File: src/rtl/core/hdec_pkg.sv
// Shared types, constants and the CRC-8 step function of the frame decoder.
package hdec_pkg;

   localparam int BYTE_W        = 8;
   localparam int WORD_W        = 16;
   localparam int TEMP_CENTI_W  = 15;
   localparam int HUMID_CENTI_W = 14;
   localparam int PROD_W        = 31;
   localparam int QUEUE_DEPTH   = 2;

   localparam logic [BYTE_W-1:0] CRC_INIT = 8'hFF;
   localparam logic [BYTE_W-1:0] CRC_POLY = 8'h31;

   localparam logic [14:0] TEMP_SCALE  = 15'd17500;
   localparam logic [15:0] TEMP_OFFSET = 16'd4500;
   localparam logic [13:0] HUMID_SCALE = 14'd10000;
   localparam logic [15:0] FULL_SCALE  = 16'hFFFF;

   typedef struct packed {
      logic              status;
      logic [WORD_W-1:0] raw_temperature;
      logic [WORD_W-1:0] raw_humidity;
   } frame_type;

   typedef struct packed {
      logic      valid;
      frame_type frame;
   } queue_port_type;

   function automatic logic [BYTE_W-1:0] crc8_update(input logic [BYTE_W-1:0] crc,
                                                     input logic [BYTE_W-1:0] data);
      logic [BYTE_W-1:0] c;
      c = crc ^ data;
      for (int k = 0; k < BYTE_W; k++) begin
         if (c[BYTE_W-1]) begin
            c = {c[BYTE_W-2:0], 1'b0} ^ CRC_POLY;
         end else begin
            c = {c[BYTE_W-2:0], 1'b0};
         end
      end
      return c;
   endfunction

endpackage

File: src/rtl/core/hdec_if.sv
// Valid/ready channel interfaces for frame bytes in and decoded measurements out.
interface hdec_req_if;
   logic                           valid;
   logic                           ready;
   logic [hdec_pkg::BYTE_W-1:0]    rx_byte;
   logic                           frame_start;

   modport source (output valid, output rx_byte, output frame_start, input ready);
   modport sink   (input valid, input rx_byte, input frame_start, output ready);
endinterface

interface hdec_rsp_if;
   logic                                  valid;
   logic                                  ready;
   logic                                  status;
   logic [hdec_pkg::WORD_W-1:0]           raw_temperature;
   logic [hdec_pkg::WORD_W-1:0]           raw_humidity;
   logic signed [hdec_pkg::TEMP_CENTI_W-1:0] temp_centi;
   logic [hdec_pkg::HUMID_CENTI_W-1:0]    humid_centi;

   modport source (output valid, output status, output raw_temperature, output raw_humidity,
                   output temp_centi, output humid_centi, input ready);
   modport sink   (input valid, input status, input raw_temperature, input raw_humidity,
                   input temp_centi, input humid_centi, output ready);
endinterface

File: src/rtl/core/hdec_front.sv
// Front end: byte position tracking, CRC-8 checking and word assembly.
module hdec_front (
   input  logic                     clock,
   input  logic                     reset,
   hdec_req_if.sink                 req,
   input  logic                     queue_ready,
   output hdec_pkg::queue_port_type push
);

   typedef enum logic [2:0] {
      POS_TEMP_HI,
      POS_TEMP_LO,
      POS_TEMP_CRC,
      POS_HUMID_HI,
      POS_HUMID_LO,
      POS_HUMID_CRC
   } pos_type;

   pos_type                        pos_ff, pos_in, pos_eff;
   logic [hdec_pkg::BYTE_W-1:0]    crc_ff, crc_in, crc_eff;
   logic                           fail_ff, fail_in, fail_eff;
   logic [hdec_pkg::WORD_W-1:0]    temp_ff, temp_in;
   logic [hdec_pkg::WORD_W-1:0]    humid_ff, humid_in;
   logic                           accept;
   logic                           last_byte;

   assign req.ready = queue_ready;
   assign accept    = req.valid & req.ready;

   // A start mark restarts the frame before this byte is placed
   assign pos_eff  = req.frame_start ? POS_TEMP_HI : pos_ff;
   assign crc_eff  = req.frame_start ? hdec_pkg::CRC_INIT : crc_ff;
   assign fail_eff = req.frame_start ? 1'b0 : fail_ff;

   always_comb begin
      pos_in    = pos_ff;
      crc_in    = crc_ff;
      fail_in   = fail_ff;
      temp_in   = temp_ff;
      humid_in  = humid_ff;
      last_byte = 1'b0;
      if (accept) begin
         case (pos_eff)
            POS_TEMP_HI: begin
               crc_in  = hdec_pkg::crc8_update(hdec_pkg::CRC_INIT, req.rx_byte);
               fail_in = 1'b0;
               temp_in = {req.rx_byte, temp_ff[7:0]};
               pos_in  = POS_TEMP_LO;
            end
            POS_TEMP_LO: begin
               crc_in  = hdec_pkg::crc8_update(crc_eff, req.rx_byte);
               fail_in = fail_eff;
               temp_in = {temp_ff[15:8], req.rx_byte};
               pos_in  = POS_TEMP_CRC;
            end
            POS_TEMP_CRC: begin
               fail_in = fail_eff | (crc_eff != req.rx_byte);
               crc_in  = hdec_pkg::CRC_INIT;
               pos_in  = POS_HUMID_HI;
            end
            POS_HUMID_HI: begin
               crc_in   = hdec_pkg::crc8_update(hdec_pkg::CRC_INIT, req.rx_byte);
               fail_in  = fail_eff;
               humid_in = {req.rx_byte, humid_ff[7:0]};
               pos_in   = POS_HUMID_LO;
            end
            POS_HUMID_LO: begin
               crc_in   = hdec_pkg::crc8_update(crc_eff, req.rx_byte);
               fail_in  = fail_eff;
               humid_in = {humid_ff[15:8], req.rx_byte};
               pos_in   = POS_HUMID_CRC;
            end
            default: begin
               last_byte = 1'b1;
               crc_in    = hdec_pkg::CRC_INIT;
               fail_in   = 1'b0;
               pos_in    = POS_TEMP_HI;
            end
         endcase
      end
   end

   assign push.valid                 = last_byte;
   assign push.frame.status          = fail_eff | (crc_eff != req.rx_byte);
   assign push.frame.raw_temperature = temp_ff;
   assign push.frame.raw_humidity    = humid_ff;

   always_ff @(posedge clock) begin
      if (reset) begin
         pos_ff   <= POS_TEMP_HI;
         crc_ff   <= hdec_pkg::CRC_INIT;
         fail_ff  <= 1'b0;
         temp_ff  <= '0;
         humid_ff <= '0;
      end else begin
         pos_ff   <= pos_in;
         crc_ff   <= crc_in;
         fail_ff  <= fail_in;
         temp_ff  <= temp_in;
         humid_ff <= humid_in;
      end
   end

`ifndef SYNTHESIS
   a_restart_after_frame: assert property (@(posedge clock) disable iff (reset)
      push.valid |=> (pos_ff == POS_TEMP_HI) && (crc_ff == hdec_pkg::CRC_INIT) && !fail_ff)
      else $error("frame state not restarted after last byte");
`endif

endmodule

File: src/rtl/core/hdec_queue.sv
// Short frame queue between the checking front end and the conversion back end.
module hdec_queue #(
   parameter int Depth = hdec_pkg::QUEUE_DEPTH
) (
   input  logic                     clock,
   input  logic                     reset,
   input  hdec_pkg::queue_port_type push,
   output logic                     push_ready,
   output hdec_pkg::queue_port_type head,
   input  logic                     pop
);

   localparam int PtrW = (Depth > 1) ? $clog2(Depth) : 1;
   localparam int CntW = $clog2(Depth + 1);

   hdec_pkg::frame_type  entries [Depth];
   logic [PtrW-1:0]      wr_ptr_ff, wr_ptr_in;
   logic [PtrW-1:0]      rd_ptr_ff, rd_ptr_in;
   logic [CntW-1:0]      count_ff, count_in;
   logic                 do_push, do_pop;

   assign push_ready = (count_ff != CntW'(Depth));
   assign do_push    = push.valid & push_ready;
   assign do_pop     = pop & head.valid;

   assign head.valid = (count_ff != '0);
   assign head.frame = entries[rd_ptr_ff];

   always_comb begin
      wr_ptr_in = wr_ptr_ff;
      rd_ptr_in = rd_ptr_ff;
      count_in  = count_ff;
      if (do_push) begin
         wr_ptr_in = (wr_ptr_ff == PtrW'(Depth - 1)) ? '0 : wr_ptr_ff + 1'b1;
      end
      if (do_pop) begin
         rd_ptr_in = (rd_ptr_ff == PtrW'(Depth - 1)) ? '0 : rd_ptr_ff + 1'b1;
      end
      if (do_push && !do_pop) begin
         count_in = count_ff + 1'b1;
      end else if (do_pop && !do_push) begin
         count_in = count_ff - 1'b1;
      end
   end

   always_ff @(posedge clock) begin
      if (do_push) begin
         entries[wr_ptr_ff] <= push.frame;
      end
   end

   always_ff @(posedge clock) begin
      if (reset) begin
         wr_ptr_ff <= '0;
         rd_ptr_ff <= '0;
         count_ff  <= '0;
      end else begin
         wr_ptr_ff <= wr_ptr_in;
         rd_ptr_ff <= rd_ptr_in;
         count_ff  <= count_in;
      end
   end

`ifndef SYNTHESIS
   a_count_bound: assert property (@(posedge clock) disable iff (reset)
      count_ff <= CntW'(Depth))
      else $error("queue count beyond depth");
   a_no_push_full: assert property (@(posedge clock) disable iff (reset)
      push.valid |-> push_ready)
      else $error("frame pushed into full queue");
`endif

endmodule

File: src/rtl/core/hdec_back.sv
// Back end: scale raw words to hundredths and hold the result until taken.
module hdec_back (
   input  logic                     clock,
   input  logic                     reset,
   input  hdec_pkg::queue_port_type head,
   output logic                     pop,
   hdec_rsp_if.source               rsp
);

   // floor(n / 65535) for n below 2**31: n >> 16 is short by at most one
   function automatic logic [hdec_pkg::WORD_W-1:0] div_full_scale(
         input logic [hdec_pkg::PROD_W-1:0] n);
      logic [hdec_pkg::PROD_W-17:0] q0;
      logic [16:0]                  r0;
      logic [hdec_pkg::WORD_W-1:0]  q;
      q0 = n[hdec_pkg::PROD_W-1:16];
      r0 = {1'b0, n[15:0]} + 17'(q0);
      q  = 16'(q0);
      if (r0 >= {1'b0, hdec_pkg::FULL_SCALE}) begin
         q = q + 1'b1;
      end
      return q;
   endfunction

   logic                           s1_valid_ff;
   hdec_pkg::frame_type            s1_frame_ff;
   logic [hdec_pkg::PROD_W-1:0]    s1_tprod_ff, s1_tprod_in;
   logic [hdec_pkg::PROD_W-1:0]    s1_hprod_ff, s1_hprod_in;

   logic                           out_valid_ff;
   hdec_pkg::frame_type            out_frame_ff;
   logic signed [hdec_pkg::TEMP_CENTI_W-1:0] out_temp_ff, out_temp_in;
   logic [hdec_pkg::HUMID_CENTI_W-1:0]       out_humid_ff, out_humid_in;

   logic                           out_free;
   logic                           s1_free;
   logic [hdec_pkg::WORD_W-1:0]    t_quot, h_quot, t_shift;

   assign out_free = !out_valid_ff || rsp.ready;
   assign s1_free  = !s1_valid_ff || out_free;
   assign pop      = head.valid && s1_free;

   assign s1_tprod_in = hdec_pkg::PROD_W'(head.frame.raw_temperature)
                        * hdec_pkg::PROD_W'(hdec_pkg::TEMP_SCALE);
   assign s1_hprod_in = hdec_pkg::PROD_W'(head.frame.raw_humidity)
                        * hdec_pkg::PROD_W'(hdec_pkg::HUMID_SCALE);

   assign t_quot       = div_full_scale(s1_tprod_ff);
   assign h_quot       = div_full_scale(s1_hprod_ff);
   assign t_shift      = t_quot - hdec_pkg::TEMP_OFFSET;
   assign out_temp_in  = t_shift[hdec_pkg::TEMP_CENTI_W-1:0];
   assign out_humid_in = h_quot[hdec_pkg::HUMID_CENTI_W-1:0];

   always_ff @(posedge clock) begin
      if (reset) begin
         s1_valid_ff  <= 1'b0;
         out_valid_ff <= 1'b0;
      end else begin
         if (s1_free) begin
            s1_valid_ff <= head.valid;
         end
         if (out_free) begin
            out_valid_ff <= s1_valid_ff;
         end
      end
   end

   // Payload advances with its stage; no reset needed
   always_ff @(posedge clock) begin
      if (pop) begin
         s1_frame_ff <= head.frame;
         s1_tprod_ff <= s1_tprod_in;
         s1_hprod_ff <= s1_hprod_in;
      end
      if (out_free && s1_valid_ff) begin
         out_frame_ff <= s1_frame_ff;
         out_temp_ff  <= out_temp_in;
         out_humid_ff <= out_humid_in;
      end
   end

   assign rsp.valid           = out_valid_ff;
   assign rsp.status          = out_frame_ff.status;
   assign rsp.raw_temperature = out_frame_ff.raw_temperature;
   assign rsp.raw_humidity    = out_frame_ff.raw_humidity;
   assign rsp.temp_centi      = out_temp_ff;
   assign rsp.humid_centi     = out_humid_ff;

`ifndef SYNTHESIS
   a_temp_range: assert property (@(posedge clock) disable iff (reset)
      out_valid_ff |-> (out_temp_ff >= -15'sd4500) && (out_temp_ff <= 15'sd13000))
      else $error("temperature out of range");
   a_humid_range: assert property (@(posedge clock) disable iff (reset)
      out_valid_ff |-> (out_humid_ff <= 14'd10000))
      else $error("humidity out of range");
`endif

endmodule

File: src/rtl/core/humidity_temp_frame_decoder_unit.sv
// Sensor frame decoder: one frame byte per cycle in, one converted measurement per frame out.
// Throughput: one byte accepted every cycle; ready drops only when the frame queue is full.
// Path: after the sixth byte is accepted, a frame goes through the queue write, the multiply
//   stage and the divide-and-offset into the output register; a busy output can hold it back.
// Reset: clears byte position, CRC, failure flag, queue pointers and stage valids at once.
module humidity_temp_frame_decoder_unit #(
   parameter int QueueDepth = hdec_pkg::QUEUE_DEPTH
) (
   input  logic        clock,
   input  logic        reset,
   hdec_req_if.sink    req_chan,
   hdec_rsp_if.source  rsp_chan
);

   hdec_pkg::queue_port_type push;
   hdec_pkg::queue_port_type head;
   logic                     queue_ready;
   logic                     pop;

   hdec_front u_front (
      .clock       (clock),
      .reset       (reset),
      .req         (req_chan),
      .queue_ready (queue_ready),
      .push        (push)
   );

   hdec_queue #(
      .Depth (QueueDepth)
   ) u_queue (
      .clock      (clock),
      .reset      (reset),
      .push       (push),
      .push_ready (queue_ready),
      .head       (head),
      .pop        (pop)
   );

   hdec_back u_back (
      .clock (clock),
      .reset (reset),
      .head  (head),
      .pop   (pop),
      .rsp   (rsp_chan)
   );

endmodule
File: src/flat_wrapper.sv
// flat-port wrapper written by rule: the top's interface ports become plain ports
module humidity_temp_frame_decoder_unit_flat 
#(
   parameter int QueueDepth = hdec_pkg::QUEUE_DEPTH
)
  (clock, reset, req_chan_valid, req_chan_rx_byte, req_chan_frame_start, req_chan_ready, rsp_chan_valid, rsp_chan_status, rsp_chan_raw_temperature, rsp_chan_raw_humidity, rsp_chan_temp_centi, rsp_chan_humid_centi, rsp_chan_ready);
  hdec_req_if req_chan_i ();
  hdec_rsp_if rsp_chan_i ();
  input  logic clock;
  input  logic reset;
  input wire logic [$bits(req_chan_i.valid)-1:0] req_chan_valid;
  input wire logic [$bits(req_chan_i.rx_byte)-1:0] req_chan_rx_byte;
  input wire logic [$bits(req_chan_i.frame_start)-1:0] req_chan_frame_start;
  output wire logic [$bits(req_chan_i.ready)-1:0] req_chan_ready;
  output wire logic [$bits(rsp_chan_i.valid)-1:0] rsp_chan_valid;
  output wire logic [$bits(rsp_chan_i.status)-1:0] rsp_chan_status;
  output wire logic [$bits(rsp_chan_i.raw_temperature)-1:0] rsp_chan_raw_temperature;
  output wire logic [$bits(rsp_chan_i.raw_humidity)-1:0] rsp_chan_raw_humidity;
  output wire logic [$bits(rsp_chan_i.temp_centi)-1:0] rsp_chan_temp_centi;
  output wire logic [$bits(rsp_chan_i.humid_centi)-1:0] rsp_chan_humid_centi;
  input wire logic [$bits(rsp_chan_i.ready)-1:0] rsp_chan_ready;
  assign req_chan_i.valid = req_chan_valid;
  assign req_chan_i.rx_byte = req_chan_rx_byte;
  assign req_chan_i.frame_start = req_chan_frame_start;
  assign req_chan_ready = req_chan_i.ready;
  assign rsp_chan_valid = rsp_chan_i.valid;
  assign rsp_chan_status = rsp_chan_i.status;
  assign rsp_chan_raw_temperature = rsp_chan_i.raw_temperature;
  assign rsp_chan_raw_humidity = rsp_chan_i.raw_humidity;
  assign rsp_chan_temp_centi = rsp_chan_i.temp_centi;
  assign rsp_chan_humid_centi = rsp_chan_i.humid_centi;
  assign rsp_chan_i.ready = rsp_chan_ready;
  humidity_temp_frame_decoder_unit #(.QueueDepth(QueueDepth)) u_core (.clock(clock), .reset(reset), .req_chan(req_chan_i), .rsp_chan(rsp_chan_i));
endmodule
File: config.mk
export PLATFORM = sky130hd
export DESIGN_NAME = humidity_temp_frame_decoder_unit_flat
export DESIGN_NICKNAME = d
export VERILOG_FILES = /design/src/rtl/core/hdec_pkg.sv /design/src/rtl/core/hdec_if.sv /design/src/rtl/core/hdec_front.sv /design/src/rtl/core/hdec_queue.sv /design/src/rtl/core/hdec_back.sv /design/src/rtl/core/humidity_temp_frame_decoder_unit.sv /design/src/flat_wrapper.sv
export SDC_FILE = /design/constraint.sdc
export NUM_CORES = 1
export LEC_CHECK = 0
export BUFFER_PORTS_ARGS = -buffer_cell sky130_fd_sc_hd__buf_2
export CORE_MARGIN = 5
export CORE_UTILIZATION = 45
export DETAILED_ROUTE_END_ITERATION = 10
export GPL_TIMING_DRIVEN = 1
export PLACE_DENSITY = 0.65
export SYNTH_ARGS = -nofsm -noshare
export SYNTH_HDL_FRONTEND = slang
export SYNTH_SLANG_ARGS = --single-unit
File: constraint.sdc
create_clock -name clock -period 5.95 [get_ports clock]
set_input_delay 1.19 -clock clock [delete_from_list [all_inputs] [get_ports clock]]
set_output_delay 1.19 -clock clock [all_outputs]
set_load 0.01 [all_outputs]
==> summary.txt <==
Drt
  – Average wire per standard cell: 15.43 um
  – DRT Wirelength: 33200 um
  – DRT Pass-1 Iters: 5
  – Post-DR vias/cell: 5.051
  – Post-route ant nets: 0
  – Vias: 10870
  – DRC violation count after routing: 0
  – DR iter-0 viols: 514

Finish
  – Commonest non-fill, non-tap cells in the layout: inv_1 (231), edfxtp_1 (211), ha_1 (194)
  – Final nets: 1907
  – Syn-to-layout area delta: 12.45%
  – Most common cell after layout, fill and taps aside: inv_1
  – Share of cells above drive strength 1: 0.1255
  – Ant diodes: 0

Timing
  – Unrepaired setup endpoints after global routing: yes
  – Final Worst Setup Slack: 0.2165 ns
  – Final setup viols: 0
  – Slew HR: 0.3961
  – Clock Skews: 0.01390 ns
  – Fin crit period: 5.734 ns
  – Max Clk Rate: 174.4 MHz
  – Hold Vio Cnt, Final: 0
  – Worst Max-Slew Pin Slew: 0.9059 ns
  – Slew Limit Fails: 0
  – Period utilisation layout: 0.9636

Critical path
  – Worst EP required: 6.27 ns
  – Max incr delay on CP: 0.53 ns
  – RR Endpoint: u_core.u_back.s1_tprod_ff[29]
  – Critical path class: flop to flop
  – Register-to-Register Path Depth: 22
  – Reg2Reg Setup Slack: 0.22 ns
  – Largest delay share family, worst path: compound AO/OA/AOI/OAI gates
  – Most frequent CP cell: ha_1
  – Crit path DAT: 6.05 ns
  – Slowest stage cell, crit path: fa_1
  – Endpoint type of the worst setup path: flop
  – Worst path bufs/invs: 3
  – Critical-path cell list: buf_12 > mux2_2 > ha_1 > fa_1 > ha_1 > ha_1 > inv_1 > fa_1 > inv_1 > ha_1 > a21o_1 > a21o_1 > a21oi_1 > o21ai_0 > a211oi_2 > o31ai_1 > o41a_1 > a211o_1 > a21oi_2 > o21bai_1 > a21oi_1 > xnor2_1
  – CP Max Fanout: 14
  – Worst Setup Start Kind: flop

GRT
  – Pin count of the biggest net entering global routing: 52
  – Initial antenna violation count: 0
  – Number of global-route vias before repair: 11000
  – First-pass GRT wire length: 54940 um
  – GRT met1 Usage: 0.2181
  – Most used routing layer: met2
  – Total congestion overflow: 0
  – Met3 Use GR: 0.02285
  – GR Util All Layers: 0.1591
  – GR Util met2: 0.2665

Clock network
  – Clk root buf: clkbuf_16
  – Worst-Skew Late Latency: 0.57 ns
  – TritonCTS clock tree: yes
  – Clk buf depth: 3
  – CTS Hold Bufs: 0
  – Cts bufs inserted: 29
  – Clock transition at path regs: 0.06 ns
  – Clock sink count: 262
  – H-tree level count: 1

Yosys
  – EDFF count, synth: 211
  – Synth Area in XOR/XNOR: 0.06182
  – Asr flop ratio synth: 0
  – Synth Area in Adders: 0.2374
  – Top-area cell type share of the netlist area: 0.3696
  – Largest family of logic cells by synthesized area: adder cells
  – Cells after synthesis: 1521
  – Distinct cells, synth: 73
  – YS warnings: 0
  – Synth Cell Area: 0.01714 sq mm
  – Syn Area/Cell: 11.27 sq um
  – Mux cell area share after synthesis: 0.03270
  – Complex-gate fraction of the synthesized area: 0.09701
  – Sequential area share after synthesis: 0.4292
  – Dominant synthesized flop cell: edfxtp_1
  – Syn_nets: 1810
  – Simple-Gate Fraction of Synth Area: 0.08073
  – Synth area leader: edfxtp_1
  – Register bit total from synthesis: 262
  – Ranking of synthesized cells by area: edfxtp_1 (37%), ha_1 (14%), fa_1 (9.6%), dfxtp_1 (6.0%), inv_1 (5.1%)

Hold path
  – Hold Crit Depth: 0
  – Hold endpoint: u_core.u_back.rsp.raw_temperature[15]
  – Hold crit path type: flop to flop
  – HP Start: u_core.u_back.s1_frame_ff[31]

Place
  – DP Wirelength: 25110 um
  – Placer Congestion: 0.8748
  – PortBufs: 76
  – Setup WS pre-CTS: -0.02657 ns

Die
  – Height of the die: 205.2 um
  – Rows: 71
  – Top Ports: 77
  – Initial core utilization: 0.4551
  – Core box area: 0.03767 sq mm
  – Die width: 205.2 um
  – Die ar.: 0.04209 sq mm

Outcome
  – Status: finished clean

Run
  – Max cap viols: 0
==> per-layer routing <==
layer	share of wire	vias to the layer above	wire length, um
li1	-	5469	-
met3	0.043	44	1440
met5	0	-	0
met4	0.022	0	723
met2	0.46	190	15430
met1	0.47	5166	15610
==> what timing repair did <==
action                                  in CTS  in global routing
pin swaps                                    0                  3
setup buffers                                0                  0
gates cloned                                 0                  0
gates resized for setup                      2                 15
endpoints found under the setup margin       2                  9
==> cells in the mapped netlist (3+ instances only) <==
cell	instances
nor4_1	7
fa_1	82
nand2b_1	6
xor2_1	44
mux2i_1	38
ha_1	194
a22o_1	5
a31oi_1	7
clkbuf_1	33
a2bb2oi_1	3
edfxtp_1	211
a22oi_1	5
o21a_1	8
nand3_1	32
o21bai_1	21
or2_2	4
a21oi_1	82
a221oi_1	6
a211o_1	3
nand4_1	12
and3_1	11
xnor2_1	77
o21ai_0	32
or3_1	5
mux2_2	16
buf_1	4
inv_1	232
a21o_1	23
o211ai_1	3
dfxtp_1	51
a211oi_1	11
and2_1	10
o31ai_1	6
o21ai_1	4
nor2b_1	9
nor3_1	23
nand2_1	66
nor2_1	89
buf_2	4
==> area by class of cell <==
cell class / count / area [sq um]
clock inverters: 16 / 146.4
repair buffers: 109 / 644.4
inverters: 232 / 872.1
clock buffers: 38 / 810.8
fillers: 3352 / 18390
well taps: 511 / 639.4
multi-input cells: 984 / 8803
flip-flops and latches: 262 / 7358
==> flip-flops by register name, summed over array words and instances (netlist names), 3 cells and up, named ones only <==
signal	count
u_core.u_back.rsp.humid_centi	14
u_core.u_back.rsp.raw_humidity	16
u_core.u_back.rsp.raw_temperature	16
u_core.u_back.rsp.temp_centi	15
u_core.u_back.s1_frame_ff	33
u_core.u_back.s1_hprod_ff	22
u_core.u_back.s1_tprod_ff	28
u_core.u_front.crc_ff	8
u_core.u_front.humid_ff	16
u_core.u_front.pos_ff	3
u_core.u_front.temp_ff	16
u_core.u_queue.entries	66
==> kinds of logic after synthesis <==
kind of cell	count (synthesis)
simple gates	287
mux	54
buf+inv	275
fa+ha+maj	276
xor+xnor	121
flops	262
compound gates	246
==> through the flow <==
stage          instance area (sq um)   TNS, ns  instances  hold WS [ns]  utilization
2_1_floorplan                  17140         0       1521        0.4003            -
3_3_place_gp                   18260         0       2098        0.4015       0.4847
3_5_place_dp                   18260  -0.05193       2098        0.4054       0.4847
4_1_cts                        19220         0       2152        0.4152       0.5103
5_1_grt                        19270   -0.1227       2152        0.4262       0.5117
6_report                       19270         0       2152        0.4130       0.5117
==> how the worst max path moves through the flow <==
stage	cells after the start	endpoint	start
after floorplan	23	u_core.u_back.s1_tprod_ff[29]	flop
after global placement	22	u_core.u_back.s1_tprod_ff[29]	flop
after detailed placement	23	u_core.u_back.s1_tprod_ff[24]	flop
after CTS	22	u_core.u_back.s1_tprod_ff[28]	flop
after global routing	23	u_core.u_back.s1_tprod_ff[28]	flop
final	22	u_core.u_back.s1_tprod_ff[29]	flop
Power is not shown: default switching activity piles up to over one toggle a cycle in this logic, so the estimate is an artifact.
